### src/hdl/svd_pkg.sv
// ----------------------------------------------------------------------------
// svd_pkg
// Shared types, register indexes and constant tables of the space-vector
// duty calculator.
// ----------------------------------------------------------------------------
package svd_pkg;

    localparam int ANGLE_W     = 9;
    localparam int DUTY_W      = 16;
    localparam int SECTOR_W    = 3;
    localparam int REM_W       = 6;
    localparam int CFG_INDEX_W = 4;
    localparam int CFG_DATA_W  = 16;
    localparam int TAB_W       = 16;
    localparam int SCALE_W     = 32;

    localparam logic [CFG_INDEX_W-1:0] CFG_MODULATION_INDEX = 4'd0;
    localparam logic [CFG_INDEX_W-1:0] CFG_PWM_PERIOD       = 4'd1;

    localparam logic [CFG_DATA_W-1:0] MODULATION_RESET = 16'd32768;
    localparam logic [CFG_DATA_W-1:0] PERIOD_RESET     = 16'd719;

    localparam logic [ANGLE_W-1:0] FULL_TURN  = 9'd360;
    localparam logic [REM_W-1:0]   SECTOR_DEG = 6'd60;

    typedef logic [1:0] phase_sel_t;
    localparam phase_sel_t SEL_ZERO = 2'd0;
    localparam phase_sel_t SEL_T1   = 2'd1;
    localparam phase_sel_t SEL_T2   = 2'd2;
    localparam phase_sel_t SEL_SUM  = 2'd3;

    typedef struct packed {
        logic [SECTOR_W-1:0] sector;
        logic [REM_W-1:0]    rem;
        logic [SCALE_W-1:0]  scale;
    } sec_stage_t;

    // 0.8660254 * sin(k deg) in Q0.16, k = 0..60
    function automatic logic [TAB_W-1:0] sin_lut(input logic [REM_W-1:0] idx);
        logic [TAB_W-1:0] v;
        case (idx)
            6'd0:  v = 16'd0;
            6'd1:  v = 16'd991;
            6'd2:  v = 16'd1981;
            6'd3:  v = 16'd2970;
            6'd4:  v = 16'd3959;
            6'd5:  v = 16'd4947;
            6'd6:  v = 16'd5933;
            6'd7:  v = 16'd6917;
            6'd8:  v = 16'd7899;
            6'd9:  v = 16'd8879;
            6'd10: v = 16'd9856;
            6'd11: v = 16'd10830;
            6'd12: v = 16'd11800;
            6'd13: v = 16'd12767;
            6'd14: v = 16'd13730;
            6'd15: v = 16'd14689;
            6'd16: v = 16'd15644;
            6'd17: v = 16'd16594;
            6'd18: v = 16'd17539;
            6'd19: v = 16'd18478;
            6'd20: v = 16'd19412;
            6'd21: v = 16'd20339;
            6'd22: v = 16'd21261;
            6'd23: v = 16'd22176;
            6'd24: v = 16'd23085;
            6'd25: v = 16'd23986;
            6'd26: v = 16'd24880;
            6'd27: v = 16'd25767;
            6'd28: v = 16'd26645;
            6'd29: v = 16'd27516;
            6'd30: v = 16'd28378;
            6'd31: v = 16'd29231;
            6'd32: v = 16'd30076;
            6'd33: v = 16'd30911;
            6'd34: v = 16'd31737;
            6'd35: v = 16'd32554;
            6'd36: v = 16'd33360;
            6'd37: v = 16'd34157;
            6'd38: v = 16'd34942;
            6'd39: v = 16'd35718;
            6'd40: v = 16'd36482;
            6'd41: v = 16'd37235;
            6'd42: v = 16'd37977;
            6'd43: v = 16'd38707;
            6'd44: v = 16'd39426;
            6'd45: v = 16'd40132;
            6'd46: v = 16'd40827;
            6'd47: v = 16'd41509;
            6'd48: v = 16'd42178;
            6'd49: v = 16'd42834;
            6'd50: v = 16'd43477;
            6'd51: v = 16'd44108;
            6'd52: v = 16'd44724;
            6'd53: v = 16'd45327;
            6'd54: v = 16'd45916;
            6'd55: v = 16'd46492;
            6'd56: v = 16'd47053;
            6'd57: v = 16'd47599;
            6'd58: v = 16'd48132;
            6'd59: v = 16'd48649;
            6'd60: v = 16'd49152;
            default: v = 16'd0;
        endcase
        return v;
    endfunction

    // Phase term per sector: U, V, W
    function automatic phase_sel_t phase_sel(input logic [SECTOR_W-1:0] sector,
                                             input logic [1:0] phase);
        phase_sel_t u;
        phase_sel_t v;
        phase_sel_t w;
        phase_sel_t s;
        case (sector)
            3'd0:    begin u = SEL_SUM;  v = SEL_T2;   w = SEL_ZERO; end
            3'd1:    begin u = SEL_T1;   v = SEL_SUM;  w = SEL_ZERO; end
            3'd2:    begin u = SEL_ZERO; v = SEL_SUM;  w = SEL_T2;   end
            3'd3:    begin u = SEL_ZERO; v = SEL_T1;   w = SEL_SUM;  end
            3'd4:    begin u = SEL_T2;   v = SEL_ZERO; w = SEL_SUM;  end
            3'd5:    begin u = SEL_SUM;  v = SEL_ZERO; w = SEL_T1;   end
            default: begin u = SEL_ZERO; v = SEL_ZERO; w = SEL_ZERO; end
        endcase
        case (phase)
            2'd0:    s = u;
            2'd1:    s = v;
            2'd2:    s = w;
            default: s = SEL_ZERO;
        endcase
        return s;
    endfunction

endpackage

### src/hdl/svd_if.sv
// ----------------------------------------------------------------------------
// svd_if
// Valid/ready channels of the space-vector duty calculator: angle input,
// duty result and configuration write.
// ----------------------------------------------------------------------------
interface svd_in_if;
    logic                         valid;
    logic                         ready;
    logic [svd_pkg::ANGLE_W-1:0]  angle_deg;

    modport source (output valid, output angle_deg, input ready);
    modport sink   (input valid, input angle_deg, output ready);
endinterface

interface svd_out_if;
    logic                          valid;
    logic                          ready;
    logic [svd_pkg::DUTY_W-1:0]    duty_u;
    logic [svd_pkg::DUTY_W-1:0]    duty_v;
    logic [svd_pkg::DUTY_W-1:0]    duty_w;
    logic [svd_pkg::SECTOR_W-1:0]  sector;

    modport source (output valid, output duty_u, output duty_v, output duty_w,
                    output sector, input ready);
    modport sink   (input valid, input duty_u, input duty_v, input duty_w,
                    input sector, output ready);
endinterface

interface svd_cfg_if;
    logic                            valid;
    logic                            ready;
    logic [svd_pkg::CFG_INDEX_W-1:0] index;
    logic [svd_pkg::CFG_DATA_W-1:0]  data;

    modport source (output valid, output index, output data, input ready);
    modport sink   (input valid, input index, input data, output ready);
endinterface

### src/hdl/svd_sector.sv
// ----------------------------------------------------------------------------
// svd_sector
// Stage 1: wrap the angle, split it into sector and in-sector angle, and
// form the combined modulation and period scale.
// ----------------------------------------------------------------------------
module svd_sector
(
    input  logic                            clk,
    input  logic                            rst_n,
    input  logic                            in_valid,
    output logic                            in_ready,
    input  logic [svd_pkg::ANGLE_W-1:0]     angle_deg,
    input  logic [svd_pkg::CFG_DATA_W-1:0]  modulation_index,
    input  logic [svd_pkg::CFG_DATA_W-1:0]  pwm_period,
    output logic                            out_valid,
    input  logic                            out_ready,
    output svd_pkg::sec_stage_t             out_data
);

    logic                             valid_reg;
    svd_pkg::sec_stage_t              data_reg;
    svd_pkg::sec_stage_t              data_next;
    logic [svd_pkg::ANGLE_W-1:0]      wrapped;
    logic [svd_pkg::ANGLE_W-1:0]      base;
    logic [svd_pkg::ANGLE_W-1:0]      diff;

    always_comb
    begin
        wrapped = (angle_deg >= svd_pkg::FULL_TURN) ? angle_deg - svd_pkg::FULL_TURN
                                                    : angle_deg;
        if (wrapped >= 9'd300)
        begin
            data_next.sector = 3'd5;
            base             = 9'd300;
        end
        else if (wrapped >= 9'd240)
        begin
            data_next.sector = 3'd4;
            base             = 9'd240;
        end
        else if (wrapped >= 9'd180)
        begin
            data_next.sector = 3'd3;
            base             = 9'd180;
        end
        else if (wrapped >= 9'd120)
        begin
            data_next.sector = 3'd2;
            base             = 9'd120;
        end
        else if (wrapped >= 9'd60)
        begin
            data_next.sector = 3'd1;
            base             = 9'd60;
        end
        else
        begin
            data_next.sector = 3'd0;
            base             = 9'd0;
        end
        diff            = wrapped - base;
        data_next.rem   = diff[svd_pkg::REM_W-1:0];
        data_next.scale = svd_pkg::SCALE_W'(modulation_index) *
                          svd_pkg::SCALE_W'(pwm_period);
    end

    assign in_ready  = !valid_reg || out_ready;
    assign out_valid = valid_reg;
    assign out_data  = data_reg;

    always_ff @(posedge clk or negedge rst_n)
    begin
        if (!rst_n)
            valid_reg <= 1'b0;
        else if (in_ready)
            valid_reg <= in_valid;
    end

    always_ff @(posedge clk)
    begin
        if (in_ready && in_valid)
            data_reg <= data_next;
    end

endmodule

### src/hdl/svd_coef.sv
// ----------------------------------------------------------------------------
// svd_coef
// Stage 2: look up the two dwell terms, bring them to the coefficient width
// and pick the term of each phase.
// ----------------------------------------------------------------------------
module svd_coef
#(
    parameter int COEF_WIDTH = 16
)
(
    input  logic                               clk,
    input  logic                               rst_n,
    input  logic                               in_valid,
    output logic                               in_ready,
    input  svd_pkg::sec_stage_t                in_data,
    output logic                               out_valid,
    input  logic                               out_ready,
    output logic [svd_pkg::SECTOR_W-1:0]       out_sector,
    output logic [svd_pkg::SCALE_W-1:0]        out_scale,
    output logic [2:0][COEF_WIDTH:0]           out_coef
);

    localparam int SH_UP = (COEF_WIDTH >= svd_pkg::TAB_W) ? COEF_WIDTH - svd_pkg::TAB_W : 0;
    localparam int SH_DN = (COEF_WIDTH < svd_pkg::TAB_W) ? svd_pkg::TAB_W - COEF_WIDTH : 0;
    localparam logic [svd_pkg::TAB_W:0] HALF = (svd_pkg::TAB_W+1)'((1 << SH_DN) >> 1);

    logic                          valid_reg;
    logic [svd_pkg::SECTOR_W-1:0]  sector_reg;
    logic [svd_pkg::SCALE_W-1:0]   scale_reg;
    logic [2:0][COEF_WIDTH:0]      coef_reg;
    logic [2:0][COEF_WIDTH:0]      coef_next;
    logic [svd_pkg::TAB_W-1:0]     tab1;
    logic [svd_pkg::TAB_W-1:0]     tab2;
    logic [COEF_WIDTH-1:0]         c1;
    logic [COEF_WIDTH-1:0]         c2;
    logic [COEF_WIDTH:0]           csum;
    logic [svd_pkg::TAB_W:0]       r1;
    logic [svd_pkg::TAB_W:0]       r2;

    always_comb
    begin
        tab1 = svd_pkg::sin_lut(svd_pkg::SECTOR_DEG - in_data.rem);
        tab2 = svd_pkg::sin_lut(in_data.rem);
        r1   = ({1'b0, tab1} + HALF) >> SH_DN;
        r2   = ({1'b0, tab2} + HALF) >> SH_DN;
        if (COEF_WIDTH >= svd_pkg::TAB_W)
        begin
            c1 = COEF_WIDTH'(tab1) << SH_UP;
            c2 = COEF_WIDTH'(tab2) << SH_UP;
        end
        else
        begin
            c1 = COEF_WIDTH'(r1);
            c2 = COEF_WIDTH'(r2);
        end
        csum = {1'b0, c1} + {1'b0, c2};
        for (int p = 0; p < 3; p++)
        begin
            case (svd_pkg::phase_sel(in_data.sector, 2'(p)))
                svd_pkg::SEL_T1:  coef_next[p] = {1'b0, c1};
                svd_pkg::SEL_T2:  coef_next[p] = {1'b0, c2};
                svd_pkg::SEL_SUM: coef_next[p] = csum;
                default:          coef_next[p] = '0;
            endcase
        end
    end

    assign in_ready   = !valid_reg || out_ready;
    assign out_valid  = valid_reg;
    assign out_sector = sector_reg;
    assign out_scale  = scale_reg;
    assign out_coef   = coef_reg;

    always_ff @(posedge clk or negedge rst_n)
    begin
        if (!rst_n)
            valid_reg <= 1'b0;
        else if (in_ready)
            valid_reg <= in_valid;
    end

    always_ff @(posedge clk)
    begin
        if (in_ready && in_valid)
        begin
            sector_reg <= in_data.sector;
            scale_reg  <= in_data.scale;
            coef_reg   <= coef_next;
        end
    end

endmodule

### src/hdl/svd_mult.sv
// ----------------------------------------------------------------------------
// svd_mult
// Stage 3: multiply each phase coefficient by the modulation and period scale.
// ----------------------------------------------------------------------------
module svd_mult
#(
    parameter int COEF_WIDTH = 16
)
(
    input  logic                                          clk,
    input  logic                                          rst_n,
    input  logic                                          in_valid,
    output logic                                          in_ready,
    input  logic [svd_pkg::SECTOR_W-1:0]                  in_sector,
    input  logic [svd_pkg::SCALE_W-1:0]                   in_scale,
    input  logic [2:0][COEF_WIDTH:0]                      in_coef,
    output logic                                          out_valid,
    input  logic                                          out_ready,
    output logic [svd_pkg::SECTOR_W-1:0]                  out_sector,
    output logic [2:0][COEF_WIDTH+svd_pkg::SCALE_W:0]     out_prod
);

    localparam int PROD_W = COEF_WIDTH + svd_pkg::SCALE_W + 1;

    logic                          valid_reg;
    logic [svd_pkg::SECTOR_W-1:0]  sector_reg;
    logic [2:0][PROD_W-1:0]        prod_reg;
    logic [2:0][PROD_W-1:0]        prod_next;

    always_comb
    begin
        for (int p = 0; p < 3; p++)
            prod_next[p] = PROD_W'(in_coef[p]) * PROD_W'(in_scale);
    end

    assign in_ready   = !valid_reg || out_ready;
    assign out_valid  = valid_reg;
    assign out_sector = sector_reg;
    assign out_prod   = prod_reg;

    always_ff @(posedge clk or negedge rst_n)
    begin
        if (!rst_n)
            valid_reg <= 1'b0;
        else if (in_ready)
            valid_reg <= in_valid;
    end

    always_ff @(posedge clk)
    begin
        if (in_ready && in_valid)
        begin
            sector_reg <= in_sector;
            prod_reg   <= prod_next;
        end
    end

endmodule

### src/hdl/svd_sat.sv
// ----------------------------------------------------------------------------
// svd_sat
// Stage 4: drop the fraction bits, saturate to 16 bits and hold the result
// for the output transaction.
// ----------------------------------------------------------------------------
module svd_sat
#(
    parameter int COEF_WIDTH = 16
)
(
    input  logic                                          clk,
    input  logic                                          rst_n,
    input  logic                                          in_valid,
    output logic                                          in_ready,
    input  logic [svd_pkg::SECTOR_W-1:0]                  in_sector,
    input  logic [2:0][COEF_WIDTH+svd_pkg::SCALE_W:0]     in_prod,
    output logic                                          out_valid,
    input  logic                                          out_ready,
    output logic [svd_pkg::SECTOR_W-1:0]                  out_sector,
    output logic [2:0][svd_pkg::DUTY_W-1:0]               out_duty
);

    localparam int PROD_W = COEF_WIDTH + svd_pkg::SCALE_W + 1;
    localparam int FRAC_W = COEF_WIDTH + 15;
    localparam int HI_W   = PROD_W - FRAC_W;

    logic                              valid_reg;
    logic [svd_pkg::SECTOR_W-1:0]      sector_reg;
    logic [2:0][svd_pkg::DUTY_W-1:0]   duty_reg;
    logic [2:0][svd_pkg::DUTY_W-1:0]   duty_next;
    logic [2:0][HI_W-1:0]              whole;

    always_comb
    begin
        for (int p = 0; p < 3; p++)
        begin
            whole[p] = in_prod[p][PROD_W-1:FRAC_W];
            if (whole[p][HI_W-1:svd_pkg::DUTY_W] != '0)
                duty_next[p] = '1;
            else
                duty_next[p] = whole[p][svd_pkg::DUTY_W-1:0];
        end
    end

    assign in_ready   = !valid_reg || out_ready;
    assign out_valid  = valid_reg;
    assign out_sector = sector_reg;
    assign out_duty   = duty_reg;

    always_ff @(posedge clk or negedge rst_n)
    begin
        if (!rst_n)
            valid_reg <= 1'b0;
        else if (in_ready)
            valid_reg <= in_valid;
    end

    always_ff @(posedge clk)
    begin
        if (in_ready && in_valid)
        begin
            sector_reg <= in_sector;
            duty_reg   <= duty_next;
        end
    end

endmodule

### src/hdl/space_vector_duty_calculator_core.sv
// An angle is registered in the sector, coefficient, multiply and saturate
// stages in turn. Throughput: one angle per cycle while duty.ready is high,
// set by the four-stage pipeline with one multiplier per phase in stage 3.
// Reset: clears all stage valid bits; modulation index returns to 32768 and
// PWM period to 719. The configuration port accepts a write every cycle.
// ----------------------------------------------------------------------------
// space_vector_duty_calculator_core
// Space-vector PWM duty calculator: angle in, three phase compare values and
// the sector out, pipelined in four stages.
// ----------------------------------------------------------------------------
module space_vector_duty_calculator_core
#(
    parameter int COEF_WIDTH = 16
)
(
    input  logic             clk,
    input  logic             rst_n,
    svd_in_if.sink           angle,
    svd_out_if.source        duty,
    svd_cfg_if.sink          cfg
);

    logic [svd_pkg::CFG_DATA_W-1:0]                modulation_index_reg;
    logic [svd_pkg::CFG_DATA_W-1:0]                pwm_period_reg;

    logic                                          s1_valid;
    logic                                          s1_ready;
    svd_pkg::sec_stage_t                           s1_data;
    logic                                          s2_valid;
    logic                                          s2_ready;
    logic [svd_pkg::SECTOR_W-1:0]                  s2_sector;
    logic [svd_pkg::SCALE_W-1:0]                   s2_scale;
    logic [2:0][COEF_WIDTH:0]                      s2_coef;
    logic                                          s3_valid;
    logic                                          s3_ready;
    logic [svd_pkg::SECTOR_W-1:0]                  s3_sector;
    logic [2:0][COEF_WIDTH+svd_pkg::SCALE_W:0]     s3_prod;
    logic                                          s4_valid;
    logic [svd_pkg::SECTOR_W-1:0]                  s4_sector;
    logic [2:0][svd_pkg::DUTY_W-1:0]               s4_duty;

    assign cfg.ready = 1'b1;

    always_ff @(posedge clk or negedge rst_n)
    begin
        if (!rst_n)
        begin
            modulation_index_reg <= svd_pkg::MODULATION_RESET;
            pwm_period_reg       <= svd_pkg::PERIOD_RESET;
        end
        else if (cfg.valid)
        begin
            case (cfg.index)
                svd_pkg::CFG_MODULATION_INDEX: modulation_index_reg <= cfg.data;
                svd_pkg::CFG_PWM_PERIOD:       pwm_period_reg       <= cfg.data;
                default:                       ;
            endcase
        end
    end

    svd_sector u_sector
    (
        .clk              (clk),
        .rst_n            (rst_n),
        .in_valid         (angle.valid),
        .in_ready         (angle.ready),
        .angle_deg        (angle.angle_deg),
        .modulation_index (modulation_index_reg),
        .pwm_period       (pwm_period_reg),
        .out_valid        (s1_valid),
        .out_ready        (s1_ready),
        .out_data         (s1_data)
    );

    svd_coef #(.COEF_WIDTH(COEF_WIDTH)) u_coef
    (
        .clk        (clk),
        .rst_n      (rst_n),
        .in_valid   (s1_valid),
        .in_ready   (s1_ready),
        .in_data    (s1_data),
        .out_valid  (s2_valid),
        .out_ready  (s2_ready),
        .out_sector (s2_sector),
        .out_scale  (s2_scale),
        .out_coef   (s2_coef)
    );

    svd_mult #(.COEF_WIDTH(COEF_WIDTH)) u_mult
    (
        .clk        (clk),
        .rst_n      (rst_n),
        .in_valid   (s2_valid),
        .in_ready   (s2_ready),
        .in_sector  (s2_sector),
        .in_scale   (s2_scale),
        .in_coef    (s2_coef),
        .out_valid  (s3_valid),
        .out_ready  (s3_ready),
        .out_sector (s3_sector),
        .out_prod   (s3_prod)
    );

    svd_sat #(.COEF_WIDTH(COEF_WIDTH)) u_sat
    (
        .clk        (clk),
        .rst_n      (rst_n),
        .in_valid   (s3_valid),
        .in_ready   (s3_ready),
        .in_sector  (s3_sector),
        .in_prod    (s3_prod),
        .out_valid  (s4_valid),
        .out_ready  (duty.ready),
        .out_sector (s4_sector),
        .out_duty   (s4_duty)
    );

    assign duty.valid  = s4_valid;
    assign duty.sector = s4_sector;
    assign duty.duty_u = s4_duty[0];
    assign duty.duty_v = s4_duty[1];
    assign duty.duty_w = s4_duty[2];

    a_sector_range: assert property (@(posedge clk) disable iff (!rst_n)
        s4_valid |-> (s4_sector <= 3'd5))
        else $error("sector out of range");

    a_w_idle: assert property (@(posedge clk) disable iff (!rst_n)
        s4_valid && (s4_sector == 3'd0 || s4_sector == 3'd1) |-> (s4_duty[2] == '0))
        else $error("phase W active in sector 0 or 1");

    a_u_idle: assert property (@(posedge clk) disable iff (!rst_n)
        s4_valid && (s4_sector == 3'd2 || s4_sector == 3'd3) |-> (s4_duty[0] == '0))
        else $error("phase U active in sector 2 or 3");

    a_v_idle: assert property (@(posedge clk) disable iff (!rst_n)
        s4_valid && (s4_sector == 3'd4 || s4_sector == 3'd5) |-> (s4_duty[1] == '0))
        else $error("phase V active in sector 4 or 5");

endmodule

### src/flat_wrapper.sv
// flat-port wrapper written by rule: the top's interface ports become plain ports
module space_vector_duty_calculator_core_flat 
#(
    parameter int COEF_WIDTH = 16
)
  (clk, rst_n, angle_valid, angle_angle_deg, angle_ready, duty_valid, duty_duty_u, duty_duty_v, duty_duty_w, duty_sector, duty_ready, cfg_valid, cfg_index, cfg_data, cfg_ready);
  svd_in_if angle_i ();
  svd_out_if duty_i ();
  svd_cfg_if cfg_i ();
  input  logic clk;
  input  logic rst_n;
  input wire logic [$bits(angle_i.valid)-1:0] angle_valid;
  input wire logic [$bits(angle_i.angle_deg)-1:0] angle_angle_deg;
  output wire logic [$bits(angle_i.ready)-1:0] angle_ready;
  output wire logic [$bits(duty_i.valid)-1:0] duty_valid;
  output wire logic [$bits(duty_i.duty_u)-1:0] duty_duty_u;
  output wire logic [$bits(duty_i.duty_v)-1:0] duty_duty_v;
  output wire logic [$bits(duty_i.duty_w)-1:0] duty_duty_w;
  output wire logic [$bits(duty_i.sector)-1:0] duty_sector;
  input wire logic [$bits(duty_i.ready)-1:0] duty_ready;
  input wire logic [$bits(cfg_i.valid)-1:0] cfg_valid;
  input wire logic [$bits(cfg_i.index)-1:0] cfg_index;
  input wire logic [$bits(cfg_i.data)-1:0] cfg_data;
  output wire logic [$bits(cfg_i.ready)-1:0] cfg_ready;
  assign angle_i.valid = angle_valid;
  assign angle_i.angle_deg = angle_angle_deg;
  assign angle_ready = angle_i.ready;
  assign duty_valid = duty_i.valid;
  assign duty_duty_u = duty_i.duty_u;
  assign duty_duty_v = duty_i.duty_v;
  assign duty_duty_w = duty_i.duty_w;
  assign duty_sector = duty_i.sector;
  assign duty_i.ready = duty_ready;
  assign cfg_i.valid = cfg_valid;
  assign cfg_i.index = cfg_index;
  assign cfg_i.data = cfg_data;
  assign cfg_ready = cfg_i.ready;
  space_vector_duty_calculator_core #(.COEF_WIDTH(COEF_WIDTH)) u_core (.clk(clk), .rst_n(rst_n), .angle(angle_i), .duty(duty_i), .cfg(cfg_i));
endmodule
### config.mk
export PLATFORM = sky130hd
export DESIGN_NAME = space_vector_duty_calculator_core_flat
export DESIGN_NICKNAME = d
export VERILOG_FILES = /design/src/hdl/svd_pkg.sv /design/src/hdl/svd_if.sv /design/src/hdl/svd_sector.sv /design/src/hdl/svd_coef.sv /design/src/hdl/svd_mult.sv /design/src/hdl/svd_sat.sv /design/src/hdl/space_vector_duty_calculator_core.sv /design/src/flat_wrapper.sv
export SDC_FILE = /design/constraint.sdc
export NUM_CORES = 2
export LEC_CHECK = 0
export BUFFER_PORTS_ARGS = -buffer_cell sky130_fd_sc_hd__buf_2
export CAP_MARGIN = 10
export CORE_ASPECT_RATIO = 2
export CORE_MARGIN = 2
export CORE_UTILIZATION = 64
export CTS_CLUSTER_DIAMETER = 150
export DETAILED_ROUTE_END_ITERATION = 8
export PLACE_DENSITY = 0.91
export SYNTH_ARGS = -nofsm -noshare
export SYNTH_HDL_FRONTEND = slang
export SYNTH_SLANG_ARGS = --single-unit
### constraint.sdc
create_clock -name clk -period 7.4 [get_ports clk]
set_input_delay 0.37 -clock clk [delete_from_list [all_inputs] [get_ports clk]]
set_output_delay 0.37 -clock clk [all_outputs]
set_load 0.01 [all_outputs]
==> out/metrics.yaml <==
crit_slowest_cell: "edfxtp_1"
die_x_um: 241
hold_viol: 0
drc: 0
multi_input_area_mm2: 0.0549
outcome: "finished, violations left"
drv_cap: 0
worstPathArrival_ps: 7840
num_vias: 59128
start_kind: "flop"
seq_area_mm2: 0.00829
syn_inst: 7896
crit_family: "adder cells"
grt_use_met2_pct: 65.5
grt_pass1_vias: 67012
crit_fanout: 12
critPathRequiredTime_ps: 7750
dpl.hpwl_um: 159000
grt_pass1_wl_um: 345000
synth_edf_count: 235
critPathBufInv: 6
setup_viol: 1
nNetsFinal: 9903
avgSynthCellArea_um2: 9.09
fin_crit_ps: 7490
place_area_mm2: 0.0745
cp_common_cell: "fa_1"
port-buffer-count: 86
routed_via_density: 6.33
grt_usage_pct: 39.6
fillers: 7462
synthArstFlopShare_pct: 12.5
fin_crit_sh_pct: 101
ctsRootBufferMaster: "clkbuf_16"
crit_chain: "buf_4 -> nand2_1 -> fa_1 -> inv_1 -> fa_1 -> inv_1 -> fa_1 -> inv_1 -> fa_1 -> fa_1 -> inv_1 -> fa_1 -> inv_1 -> ha_1 -> a21o_1 -> a21oi_1 -> o21ai_0 -> a31oi_1 -> a21boi_0 -> o21ai_0 -> nand2_1 -> a311o_1"
grt_use_met3_pct: 10.7
place_congestion: 0.958
largest_reg_flops: 54
start_util_pct: 64.5
clk_pin_slew_ps: 70
worst_pin_slew_ps: 1320
min_path_type: "in2reg"
clock_latency_ps: 680
dp_cells: 9227
report.final.slew_viol_count: 0
wl_um: 224000
crit_path_end_kind: "flop"
antenna_found_initial: 14
htreeDepth: 1
clkSinkCount: 287
wire_per_inst_um: 23.9
cts_inserted_buffers: 28
grtUsageMet1_pct: 38.4
drive_gt1_share_pct: 6.14
synth_area_leaders: "fa_1 (43%), edfxtp_1 (9.8%), inv_1 (9.6%)"
yosys.area.top_type: "fa_1"
synth_nets: 9975
grt-busiest-layer: "met2"
timing.fmax_mhz: 134
synth-main-ff-cell: "edfxtp_1"
core_area_mm2: 0.111
violations: "setup timing"
layoutNonFillerInstCount: 9346
postLayoutCellArea_mm2: 0.0760
holdPathStages: 3
fin_worst_skew_ps: 78.0
dieArea_mm2: 0.115
path_class: "reg2reg"
cts_tree: "yes"
dr.first_iter.drc_count: 5651
synth_cell_types: 89
firstDrtPassIters: 8
slew_headroom_pct: 11.7
fp-row-count: 173
overflow: 0
max_stage_delay_ps: 980
rr_worst_depth: 22
dieHeight_um: 478
grt_max_degree: 58
synthToLayoutAreaGrowth_pct: 5.83
final_antenna_net_count: 0
syn_area_mm2: 0.0718
io_pins: 88
synth-warning-count: 0
postLayoutSetupSlackWorst_ps: -87.7
clock_path_buffers: 3
finish.utilization_pct: 68.3
synth-seq-area-share_pct: 11.5
synth_top_area_share_pct: 42.9
worst-path-stages: 22
synth-seq-cells: 287
==> final cells by class <==
class	instances	area share, %
antenna	13	0.0428
clock buffer	32	0.942
clock inverter	20	0.240
timing repair buffer	352	4.07
inverter	1833	9.06
multi-input combinational	5322	72.3
sequential	287	10.9
tap	1487	2.45
==> worst register-to-register path, cell delays in order, from the launching register on <==
cell and delay [ps]:
edfxtp_1 980, buf_4 400, nand2_1 160, fa_1 570, inv_1 60, fa_1 490
inv_1 60, fa_1 520, inv_1 60, fa_1 490, fa_1 490, inv_1 50
fa_1 670, inv_1 90, ha_1 360, a21o_1 180, a21oi_1 120, o21ai_0 100
a31oi_1 310, a21boi_0 230, o21ai_0 300, nand2_1 140, a311o_1 370
==> placed cells by master (no fill, tap or decap), types with 12 or more instances in the layout <==
master         count
inv_1           1830
fa_1            1536
nand2_1         1302
and2_1           724
ha_1             508
edfxtp_1         235
buf_4            194
a21oi_1          188
nor2_1           130
o21ai_0          125
buf_2             86
xnor2_1           69
or3_1             56
nor3_1            52
a21o_1            51
nand3_1           47
buf_12            46
a211oi_1          44
mux2_2            42
xor2_1            31
o22ai_1           29
clkbuf_16         29
a31oi_1           28
mux2i_1           28
dfrtp_1           28
nor2b_1           26
o211ai_1          24
o21a_1            23
dlygate4sd3_1     19
nand2b_1          18
o21bai_1          17
dfxtp_1           16
and3_1            15
a22oi_1           15
diode_2           13
o221ai_1          12
==> logic make-up (layout without fill, tap and decap cells) <==
kind of cell / Yosys count / in the layout / synth area share, %
adder cells (fa/ha/maj): 2045 / 2045 / 51.7
XOR/XNOR: 104 / 104 / 1.29
buffers and inverters: 2287 / 2237 / 12.1
multiplexers: 79 / 79 / 1.26
AND/OR/NAND/NOR: 2428 / 2428 / 16.1
flip-flops: 287 / 287 / 11.5
other: 1 / 14 / 0.00522
AO/OA/AOI/OAI: 665 / 665 / 6.03
==> synthesized netlist by cell type (45+ instances only) <==
library cell and n:
inv_1 1831, fa_1 1537, nand2_1 1302, and2_1 726
ha_1 508, clkbuf_1 433, edfxtp_1 235, a21oi_1 188
nor2_1 131, o21ai_0 126, xnor2_1 71, or3_1 56
nor3_1 52, a21o_1 51, nand3_1 47, a211oi_1 45
==> path summary, 6_finish.rpt <==
kind	from	endpoint	slack [ps]
min in group asynchronous	rst_n	u_core.modulation_index_reg[0]	370
max in group asynchronous	rst_n	u_core.u_mult.out_valid	6450
setup reg to reg	u_core.u_coef.out_scale[29]	u_core.u_mult.out_prod[140]	-90
hold / removal	duty_ready	u_core.u_sat.out_valid	20
hold reg to reg	u_core.u_sector.out_data[21]	u_core.u_coef.out_scale[21]	420
setup / recovery	u_core.u_coef.out_scale[29]	u_core.u_mult.out_prod[140]	-90
==> routing by layer <==
layer,vias to the layer above,wire [µm]
met5,-,69
met4,10,29300
met3,2202,26200
met2,4837,108000
met1,28599,60300
li1,23480,-
==> what timing repair did <==
item / 4_1_cts / 5_1_grt
hold endpoints to repair: 62 / 0
setup buffers: 1 / 33
gates cloned: 0 / 1
hold buffers: 19 / 0
gates resized for setup: 0 / 7
pin swaps: 0 / 0
setup endpoints to repair: 1 / 14
==> metrics by stage <==
stage | hold slack, ps | setup WS [ps] | setup TNS, ps
final | 23.6 | -87.7 | -87.7
after global routing | 32.1 | -133 | -674
after CTS | 4.05 | 7.27 | 0
after detailed placement | 407 | 36.0 | 0
after global placement | 401 | 362 | 0
after floorplan | 74.4 | 1130 | 0
Power is left out: the tool's default activity adds up to more than one toggle a clock period on the data nets, which glitch-free logic cannot reach.
